File: src/design/assert_macros.svh
// Assertion macros shared by the RTL of the rotation gate update block.
`ifndef ASSERT_MACROS_SVH
`define ASSERT_MACROS_SVH

// Same-cycle implication, sampled on clk, off while arst_n is low.
`define QRG_ASSERT_IMP(lbl, ante, cons, msg) \
	lbl: assert property (@(posedge clk) disable iff (!arst_n) (ante) |-> (cons)) \
		else $error(msg);

// Next-cycle implication, sampled on clk, off while arst_n is low.
`define QRG_ASSERT_NXT(lbl, ante, cons, msg) \
	lbl: assert property (@(posedge clk) disable iff (!arst_n) (ante) |=> (cons)) \
		else $error(msg);

`endif

File: src/design/qrg_pkg.sv
// Types, constants and the direction lookup of the rotation gate update block.
package qrg_pkg;

	localparam int ROT_W     = 14;
	localparam int CFG_IDX_W = 1;

	localparam logic [ROT_W-1:0] ROT_LOW_RST  = 14'd328;
	localparam logic [ROT_W-1:0] ROT_HIGH_RST = 14'd1638;

	typedef enum logic [CFG_IDX_W-1:0] {
		REG_ROT_LOW  = 1'b0,
		REG_ROT_HIGH = 1'b1
	} cfg_reg_t;

	// Two's complement direction code: -1, 0, +1.
	typedef enum logic [1:0] {
		DIR_ZERO = 2'b00,
		DIR_POS  = 2'b01,
		DIR_NEG  = 2'b11
	} dir_t;

	// Rotation direction from the half-angle quadrant and the two bits.
	// On an axis one of cos/sin is zero, so only the zero test and the random
	// bit matter; off axis the sign of cos*sin is positive in even quadrants.
	function automatic dir_t pick_dir(
		input logic [1:0] quad,
		input logic       axis,
		input logic       obs,
		input logic       best,
		input logic       rnd
	);
		dir_t rdir;
		dir_t d;
		rdir = rnd ? DIR_NEG : DIR_POS;
		if (obs == best) begin
			d = DIR_ZERO;
		end else if (axis) begin
			d = (quad[0] != obs) ? DIR_ZERO : rdir;
		end else begin
			d = (quad[0] == obs) ? DIR_POS : DIR_NEG;
		end
		return d;
	endfunction

endpackage

File: src/design/qubit_rotation_gate_update.sv
// Qubit rotation gate update: theta +/- 2*(low + (high-low)*|fc-fb|/max), modulo 2^PHASE_BITS.
// Stages from the accepting edge to m_tvalid: input, multiply, 14 divider rows, rotation,
// output register. Throughput: one request per cycle while the output is not held, set by
// the pipelined restoring divider that retires one quotient bit per row.
// The whole pipeline holds while m_tvalid is high and m_tready is low.
// Reset clears all valid bits and loads rot_low = 328, rot_high = 1638.
`include "assert_macros.svh"

module qubit_rotation_gate_update
	import qrg_pkg::*;
#(
	parameter int PHASE_BITS   = 16,
	parameter int FITNESS_BITS = 31
) (
	input  logic                                            clk,
	input  logic                                            arst_n,
	// tdata from bit 0: theta, observed_bit, best_bit, fitness_cur, fitness_best,
	// random_bit, zero fill to whole bytes
	input  logic                                            s_tvalid,
	output logic                                            s_tready,
	input  logic [((PHASE_BITS+2*FITNESS_BITS+3+7)/8)*8-1:0] s_tdata,
	// tdata from bit 0: new_theta, direction (2 bits signed), zero fill to whole bytes
	output logic                                            m_tvalid,
	input  logic                                            m_tready,
	output logic [((PHASE_BITS+2+7)/8)*8-1:0]               m_tdata,
	// configuration writes
	input  logic                                            cfg_valid,
	output logic                                            cfg_ready,
	input  logic [CFG_IDX_W-1:0]                            cfg_index,
	input  logic [ROT_W-1:0]                                cfg_data
);

	localparam int OUT_W = ((PHASE_BITS + 2 + 7) / 8) * 8;
	localparam int OB_POS = PHASE_BITS;
	localparam int BB_POS = PHASE_BITS + 1;
	localparam int FC_POS = PHASE_BITS + 2;
	localparam int FB_POS = PHASE_BITS + 2 + FITNESS_BITS;
	localparam int RB_POS = PHASE_BITS + 2 + 2 * FITNESS_BITS;
	localparam int NUM_W  = ROT_W + FITNESS_BITS;
	// adder width for theta +/- 2*rot; the amount can be wider than a narrow phase
	localparam int ADD_W  = (PHASE_BITS > ROT_W + 1) ? PHASE_BITS : ROT_W + 1;

	// Side data that rides alongside the arithmetic.
	typedef struct packed {
		logic [PHASE_BITS-1:0] theta;
		dir_t                  dir;
		logic [ROT_W-1:0]      lo;
		logic [ROT_W-1:0]      hi;
		logic                  up;   // high >= low
		logic                  mxz;  // both fitnesses zero
	} side_t;

	// ---------------------------------------------------------------- config
	logic [ROT_W-1:0] rot_low_q;
	logic [ROT_W-1:0] rot_high_q;

	assign cfg_ready = 1'b1;

	always_ff @(posedge clk or negedge arst_n) begin
		if (!arst_n) begin
			rot_low_q  <= ROT_LOW_RST;
			rot_high_q <= ROT_HIGH_RST;
		end else if (cfg_valid) begin
			unique case (cfg_reg_t'(cfg_index))
				REG_ROT_LOW:  rot_low_q  <= cfg_data;
				REG_ROT_HIGH: rot_high_q <= cfg_data;
			endcase
		end
	end

	// ---------------------------------------------------------------- flow
	// Advance every stage together whenever the output slot is free or taken.
	logic adv;
	logic res_vld_s4;

	assign adv      = !res_vld_s4 || m_tready;
	assign s_tready = adv;

	// ---------------------------------------------------------------- stage 1
	// Unpack the request, pick the direction, form max, |diff| and the span.
	logic [PHASE_BITS-1:0]   in_theta;
	logic [FITNESS_BITS-1:0] in_fc;
	logic [FITNESS_BITS-1:0] in_fb;
	logic                    fc_gt;
	side_t                   in_side;
	logic [FITNESS_BITS-1:0] in_mx;
	logic [FITNESS_BITS-1:0] in_diff;
	logic [ROT_W-1:0]        in_span;

	always_comb begin
		in_theta = s_tdata[PHASE_BITS-1:0];
		in_fc    = s_tdata[FC_POS +: FITNESS_BITS];
		in_fb    = s_tdata[FB_POS +: FITNESS_BITS];
		fc_gt    = in_fc > in_fb;
		in_mx    = fc_gt ? in_fc : in_fb;
		in_diff  = fc_gt ? (in_fc - in_fb) : (in_fb - in_fc);

		in_side.theta = in_theta;
		in_side.dir   = pick_dir(in_theta[PHASE_BITS-1 -: 2],
			in_theta[PHASE_BITS-3:0] == '0,
			s_tdata[OB_POS], s_tdata[BB_POS], s_tdata[RB_POS]);
		in_side.lo    = rot_low_q;
		in_side.hi    = rot_high_q;
		in_side.up    = rot_high_q >= rot_low_q;
		in_side.mxz   = (in_fc == '0) && (in_fb == '0);
		in_span       = in_side.up ? (rot_high_q - rot_low_q) : (rot_low_q - rot_high_q);
	end

	logic                    vld_s1;
	side_t                   side_s1;
	logic [FITNESS_BITS-1:0] mx_s1;
	logic [FITNESS_BITS-1:0] diff_s1;
	logic [ROT_W-1:0]        span_s1;

	always_ff @(posedge clk or negedge arst_n) begin
		if (!arst_n) begin
			vld_s1 <= 1'b0;
		end else if (adv) begin
			vld_s1 <= s_tvalid;
		end
	end

	always_ff @(posedge clk) begin
		if (adv) begin
			side_s1 <= in_side;
			mx_s1   <= in_mx;
			diff_s1 <= in_diff;
			span_s1 <= in_span;
		end
	end

	// ---------------------------------------------------------------- stage 2
	// Numerator span * |diff| for the divider; max becomes the divisor.
	logic                    vld_s2;
	side_t                   side_s2;
	logic [FITNESS_BITS-1:0] den_s2;
	logic [NUM_W-1:0]        num_s2;

	always_ff @(posedge clk or negedge arst_n) begin
		if (!arst_n) begin
			vld_s2 <= 1'b0;
		end else if (adv) begin
			vld_s2 <= vld_s1;
		end
	end

	always_ff @(posedge clk) begin
		if (adv) begin
			side_s2 <= side_s1;
			den_s2  <= mx_s1;
			num_s2  <= NUM_W'(span_s1) * NUM_W'(diff_s1);
		end
	end

	// ---------------------------------------------------------------- divider rows
	// The quotient never exceeds the span (|diff| <= max), so it fits ROT_W bits and
	// the top of the numerator already sits below the divisor. Each row shifts in one
	// numerator bit, then compares and subtracts once.
	logic                    dv_vld_sd  [ROT_W];
	side_t                   dv_side_sd [ROT_W];
	logic [FITNESS_BITS-1:0] dv_rem_sd  [ROT_W];
	logic [FITNESS_BITS-1:0] dv_den_sd  [ROT_W];
	logic [ROT_W-1:0]        dv_quo_sd  [ROT_W];
	logic [ROT_W-1:0]        dv_low_sd  [ROT_W];

	for (genvar k = 0; k < ROT_W; k++) begin : g_div
		logic                    vld_in;
		side_t                   side_in;
		logic [FITNESS_BITS-1:0] rem_in;
		logic [FITNESS_BITS-1:0] den_in;
		logic [ROT_W-1:0]        quo_in;
		logic [ROT_W-1:0]        low_in;
		logic [FITNESS_BITS:0]   trial;
		logic [FITNESS_BITS:0]   trial_sub;
		logic                    take;

		if (k == 0) begin : g_first
			assign vld_in  = vld_s2;
			assign side_in = side_s2;
			assign rem_in  = num_s2[NUM_W-1:ROT_W];
			assign den_in  = den_s2;
			assign quo_in  = '0;
			assign low_in  = num_s2[ROT_W-1:0];
		end else begin : g_next
			assign vld_in  = dv_vld_sd[k-1];
			assign side_in = dv_side_sd[k-1];
			assign rem_in  = dv_rem_sd[k-1];
			assign den_in  = dv_den_sd[k-1];
			assign quo_in  = dv_quo_sd[k-1];
			assign low_in  = dv_low_sd[k-1];
		end

		always_comb begin
			trial     = {rem_in, low_in[ROT_W-1-k]};
			trial_sub = trial - {1'b0, den_in};
			take      = trial >= {1'b0, den_in};
		end

		always_ff @(posedge clk or negedge arst_n) begin
			if (!arst_n) begin
				dv_vld_sd[k] <= 1'b0;
			end else if (adv) begin
				dv_vld_sd[k] <= vld_in;
			end
		end

		always_ff @(posedge clk) begin
			if (adv) begin
				dv_side_sd[k] <= side_in;
				dv_den_sd[k]  <= den_in;
				dv_low_sd[k]  <= low_in;
				dv_rem_sd[k]  <= take ? trial_sub[FITNESS_BITS-1:0] : trial[FITNESS_BITS-1:0];
				dv_quo_sd[k]  <= {quo_in[ROT_W-2:0], take};
			end
		end
	end

	// ---------------------------------------------------------------- stage 3
	// Rotation amount: high when both fitnesses are zero, else low +/- quotient.
	logic             vld_s3;
	side_t            side_s3;
	logic [ROT_W-1:0] rot_s3;
	side_t            dv_last_side;
	logic [ROT_W-1:0] dv_last_quo;

	assign dv_last_side = dv_side_sd[ROT_W-1];
	assign dv_last_quo  = dv_quo_sd[ROT_W-1];

	always_ff @(posedge clk or negedge arst_n) begin
		if (!arst_n) begin
			vld_s3 <= 1'b0;
		end else if (adv) begin
			vld_s3 <= dv_vld_sd[ROT_W-1];
		end
	end

	always_ff @(posedge clk) begin
		if (adv) begin
			side_s3 <= dv_last_side;
			if (dv_last_side.mxz) begin
				rot_s3 <= dv_last_side.hi;
			end else if (dv_last_side.up) begin
				rot_s3 <= dv_last_side.lo + dv_last_quo;
			end else begin
				rot_s3 <= dv_last_side.lo - dv_last_quo;
			end
		end
	end

	// ---------------------------------------------------------------- stage 4
	// Apply twice the rotation in the chosen direction; wrap to the phase width.
	logic [ADD_W-1:0]      th_w;
	logic [ADD_W-1:0]      amt_w;
	logic [ADD_W-1:0]      sum_w;
	logic [PHASE_BITS-1:0] res_theta_s4;
	dir_t                  res_dir_s4;

	always_comb begin
		th_w  = ADD_W'(side_s3.theta);
		amt_w = ADD_W'({rot_s3, 1'b0});
		unique case (side_s3.dir)
			DIR_POS:  sum_w = th_w + amt_w;
			DIR_NEG:  sum_w = th_w - amt_w;
			default:  sum_w = th_w;
		endcase
	end

	always_ff @(posedge clk or negedge arst_n) begin
		if (!arst_n) begin
			res_vld_s4 <= 1'b0;
		end else if (adv) begin
			res_vld_s4 <= vld_s3;
		end
	end

	always_ff @(posedge clk) begin
		if (adv) begin
			res_theta_s4 <= sum_w[PHASE_BITS-1:0];
			res_dir_s4   <= side_s3.dir;
		end
	end

	assign m_tvalid = res_vld_s4;
	assign m_tdata  = OUT_W'({res_dir_s4, res_theta_s4});

	// ---------------------------------------------------------------- checks
	`QRG_ASSERT_IMP(a_div_rem_below_den, dv_vld_sd[ROT_W-1] && !dv_last_side.mxz, dv_rem_sd[ROT_W-1] < dv_den_sd[ROT_W-1], "divider remainder not below divisor")
	`QRG_ASSERT_IMP(a_div_quo_in_span, dv_vld_sd[ROT_W-1] && !dv_last_side.mxz, (dv_last_side.up && dv_last_quo <= dv_last_side.hi - dv_last_side.lo) || (!dv_last_side.up && dv_last_quo <= dv_last_side.lo - dv_last_side.hi), "quotient exceeds rotation span")
	`QRG_ASSERT_IMP(a_rot_within_bounds, vld_s3, (rot_s3 >= side_s3.lo && rot_s3 <= side_s3.hi) || (rot_s3 <= side_s3.lo && rot_s3 >= side_s3.hi), "rotation outside low/high bounds")
	`QRG_ASSERT_NXT(a_zero_dir_keeps_theta, adv && vld_s3 && side_s3.dir == DIR_ZERO, res_theta_s4 == $past(side_s3.theta), "angle changed with zero direction")

endmodule
File: config.mk
export PLATFORM = sky130hd
export DESIGN_NAME = qubit_rotation_gate_update
export DESIGN_NICKNAME = d
export VERILOG_FILES = /design/src/design/qrg_pkg.sv /design/src/design/qubit_rotation_gate_update.sv
export VERILOG_INCLUDE_DIRS = /design/src /design/src/design
export SDC_FILE = /design/constraint.sdc
export NUM_CORES = 2
export LEC_CHECK = 0
export BUFFER_PORTS_ARGS = -buffer_cell sky130_fd_sc_hd__buf_2
export CORE_MARGIN = 2
export CORE_UTILIZATION = 58
export DETAILED_ROUTE_END_ITERATION = 7
export PLACE_DENSITY = 0.76
export SLEW_MARGIN = 0
export SYNTH_ARGS = -nofsm -noshare
export SYNTH_HDL_FRONTEND = slang
export SYNTH_SLANG_ARGS = --single-unit
export TNS_END_PERCENT = 50
File: constraint.sdc
create_clock -name clk -period 43.9 [get_ports clk]
set_clock_uncertainty 0.05 [all_clocks]
set_input_delay 4.39 -clock clk [delete_from_list [all_inputs] [get_ports clk]]
set_output_delay 4.39 -clock clk [all_outputs]
set_load 0.05 [all_outputs]
==> results.toml <==
[cts]
postCtsResizedCells = 0
cts.sinks = 2018
clock_latency_ps = 860
cts_buffers = 200
tritoncts = "yes"
post-cts-setup-buffer-count = 0
cts-root-buf = "clkbuf_16"
clk_pin_slew_ps = 60
hold_buffers = 0
cts.path.max_buffers = 3
htree_levels = 4

[floorplanning]
die_x_um = 434
fp.dieH_um = 434
ios = 135
die-area_um2 = 189000
core_area_um2 = 183000
num_rows = 157
initial_core_util = 0.585

[drt]
drcViolationCount = 0
vias_per_cell = 5.66
first_pass_iters = 6
routed_wl_um = 218000
ant_nets = 0
wire_per_inst_um = 19.1
dr.first_iter.drc_count = 4567
vias = 64729

[timing]
rsz0062_at_grt = "false"
finalCritPeriodShare = 0.250
fin_crit_ps = 10990
tightestPinTransition_ps = 1130
finalHoldViolCount = 0
setup_viol = 0
slew_headroom = 0.245
max_freq_mhz = 91.0
slew_viol_final = 0
finalSetupTns_ps = 0
whs_ps = 344

[worst_setup_path]
arrival_ps = 11420
path_common_cell = "buf_4"
slowest_delay_ps = 960
cp.required_ps = 44320
critPathKind = "in2reg"
critPathLaunchType = "input port"
slowest_stage = "buf_4"
crit_path_end_kind = "flop"
cp_cell_sequence = "buf_2, nor2b_2, clkinvlp_4, buf_4, buf_4, buf_12, buf_4, buf_4, buf_4, buf_4, buf_4"
cp_max_fo = 207

[yosys]
yosysSeqAreaShare = 0.562
synth.distinct_cells = 95
syn-instance-count = 8650
synth_most_common_cell = "edfxtp_1"
synth_compound_area_frac = 0.105
async_flop_share = 0.0228
synth_commonest_cells = "edfxtp_1, inv_1, nand2_1"
synth_top_family_by_area = "adder cells"
muxShareOfSynthArea = 0.0208
synth_seq_cells = 2018
synthXorXnorAreaFrac = 0.0384
synth_edf_count = 1972
avgSynthCellArea_um2 = 12.4
synth_top_area_cell = "edfxtp_1"
ys.flop_type = "edfxtp_1"
synthSimpleGateAreaFrac = 0.0845
synth_area_um2 = 107000
synth.top_cell.area_share = 0.551
synth_fa_ha_area_frac = 0.145
yosys_warnings = 0
netlist_top_cells_area = "edfxtp_1, ha_1, fa_1"

[run_status]
status = "finished clean"

[grt]
antenna_found_initial = 3
grt_pass1_vias = 66193
grt_max_degree = 208
gr-total-overflow = 0
track_usage = 0.236
grt_pass1_wl_um = 349000

[finish]
seq_area_um2 = 60400
fin_nets = 9934
layout-drive-gt1-share = 0.0778
stdcell_count = 11435
area_growth_pct = 9.21
fill_cells = 13514
multi_input_area_um2 = 42400

[place]
io_buffers = 120
gp_congestion = 0.945
dp_hpwl_um = 158000
dp_cells = 11064

[min_path]
hp-class = "reg2reg"

[run]
maxCapViolCount = 0
cell usage in the layout, fill, tap and decap left out, drive strengths merged, types with 43 or more instances in the layout:
cell type and instances:
a211oi 52, a21o 307, a21oi 504, a31oi 54, and2 226, and3 43, buf 172, clkbuf 238
clkinv 91, edfxtp 1972, fa 364, ha 660, inv 1037, mux2 165, nand2 742, nand2b 95
nand3 87, nand4 82, nor2 314, nor2b 91, nor3 68, o21a 67, o21ai 538, o21bai 47
xnor2 271, xor2 200
sequential cells by signal (all words and copies together), names as in the netlist, 2 cells and up:
name	count
diff_s1	31
res_dir_s4	2
rot_s3	14
num_s2	45
mx_s1	31
dv_quo_sd	105
g_div.vld_in	14
th_w	16
dv_side_sd	672
dv_den_sd	403
side_s1	48
span_s1	14
den_s2	31
dv_rem_sd	403
dv_low_sd	91
rot_low_q	14
side_s3	2
g_div.side_in	48
rot_high_q	14
res_theta_s4	16
worst paths after layout:
path                       slack (ps)  depth (start not counted)                   startpoint                           end
setup / recovery                32910                         11                     m_tready    dv_den_sd[0][17]$_DFFE_PP_
hold / removal                    340                          0  dv_side_sd[9][47]$_DFFE_PP_  dv_side_sd[10][47]$_DFFE_PP_
setup reg to reg                35850                         23         span_s1[4]$_DFFE_PP_          num_s2[28]$_DFFE_PP_
hold reg to reg                   340                          0  dv_side_sd[9][47]$_DFFE_PP_  dv_side_sd[10][47]$_DFFE_PP_
max in group asynchronous       39490                          1                       arst_n      rot_low_q[5]$_DFFE_PN0P_
min in group asynchronous        3660                          1                       arst_n      rot_low_q[0]$_DFFE_PN0P_
through the flow:
stage	area [µm²]	worst slack, ps	utilization
after floorplan	107000	8030	-
after global placement	111000	32230	0.603
after detailed placement	111000	32070	0.603
after CTS	117000	32970	0.639
after global routing	117000	32310	0.639
final	117000	32910	0.639
cells by family after synthesis:
| family | count (synthesis) |
|---|---|
| AO/OA/AOI/OAI | 1807 |
| XOR/XNOR | 471 |
| adder cells (fa/ha/maj) | 1024 |
| buffers and inverters | 1254 |
| flip-flops | 2018 |
| multiplexers | 192 |
| other | 2 |
| AND/OR/NAND/NOR | 1882 |
layer usage:
| metal | wire, µm | up-vias | global-route usage | share of wire |
|---|---|---|---|---|
| met3 | 8980 | 533 | 0.0308 | 0.041 |
| met4 | 11200 | 2 | 0.116 | 0.051 |
| met5 | 13 | - | 0 | 0.000060 |
| met2 | 113000 | 1740 | 0.428 | 0.52 |
| li1 | - | 31026 | - | - |
| met1 | 84300 | 31428 | 0.274 | 0.39 |
final cells by class:
| class | count | area share |
|---|---|---|
| Tap cell | 2464 | 0.0263 |
| Antenna cell | 2 | 0.0000427 |
| Clock inverter | 131 | 0.0122 |
| Inverter | 1027 | 0.0329 |
| Clock buffer | 238 | 0.0439 |
| Sequential cell | 2018 | 0.515 |
| Timing Repair Buffer | 172 | 0.00866 |
| Multi-Input combinational cell | 5383 | 0.361 |
critical path: cells and delay by family:
family	cells	cell delay [ps]
buf+inv	10	6360
simple gates	1	150
Power is not shown: default switching activity piles up to over one toggle a cycle in this logic, so the estimate is an artifact.
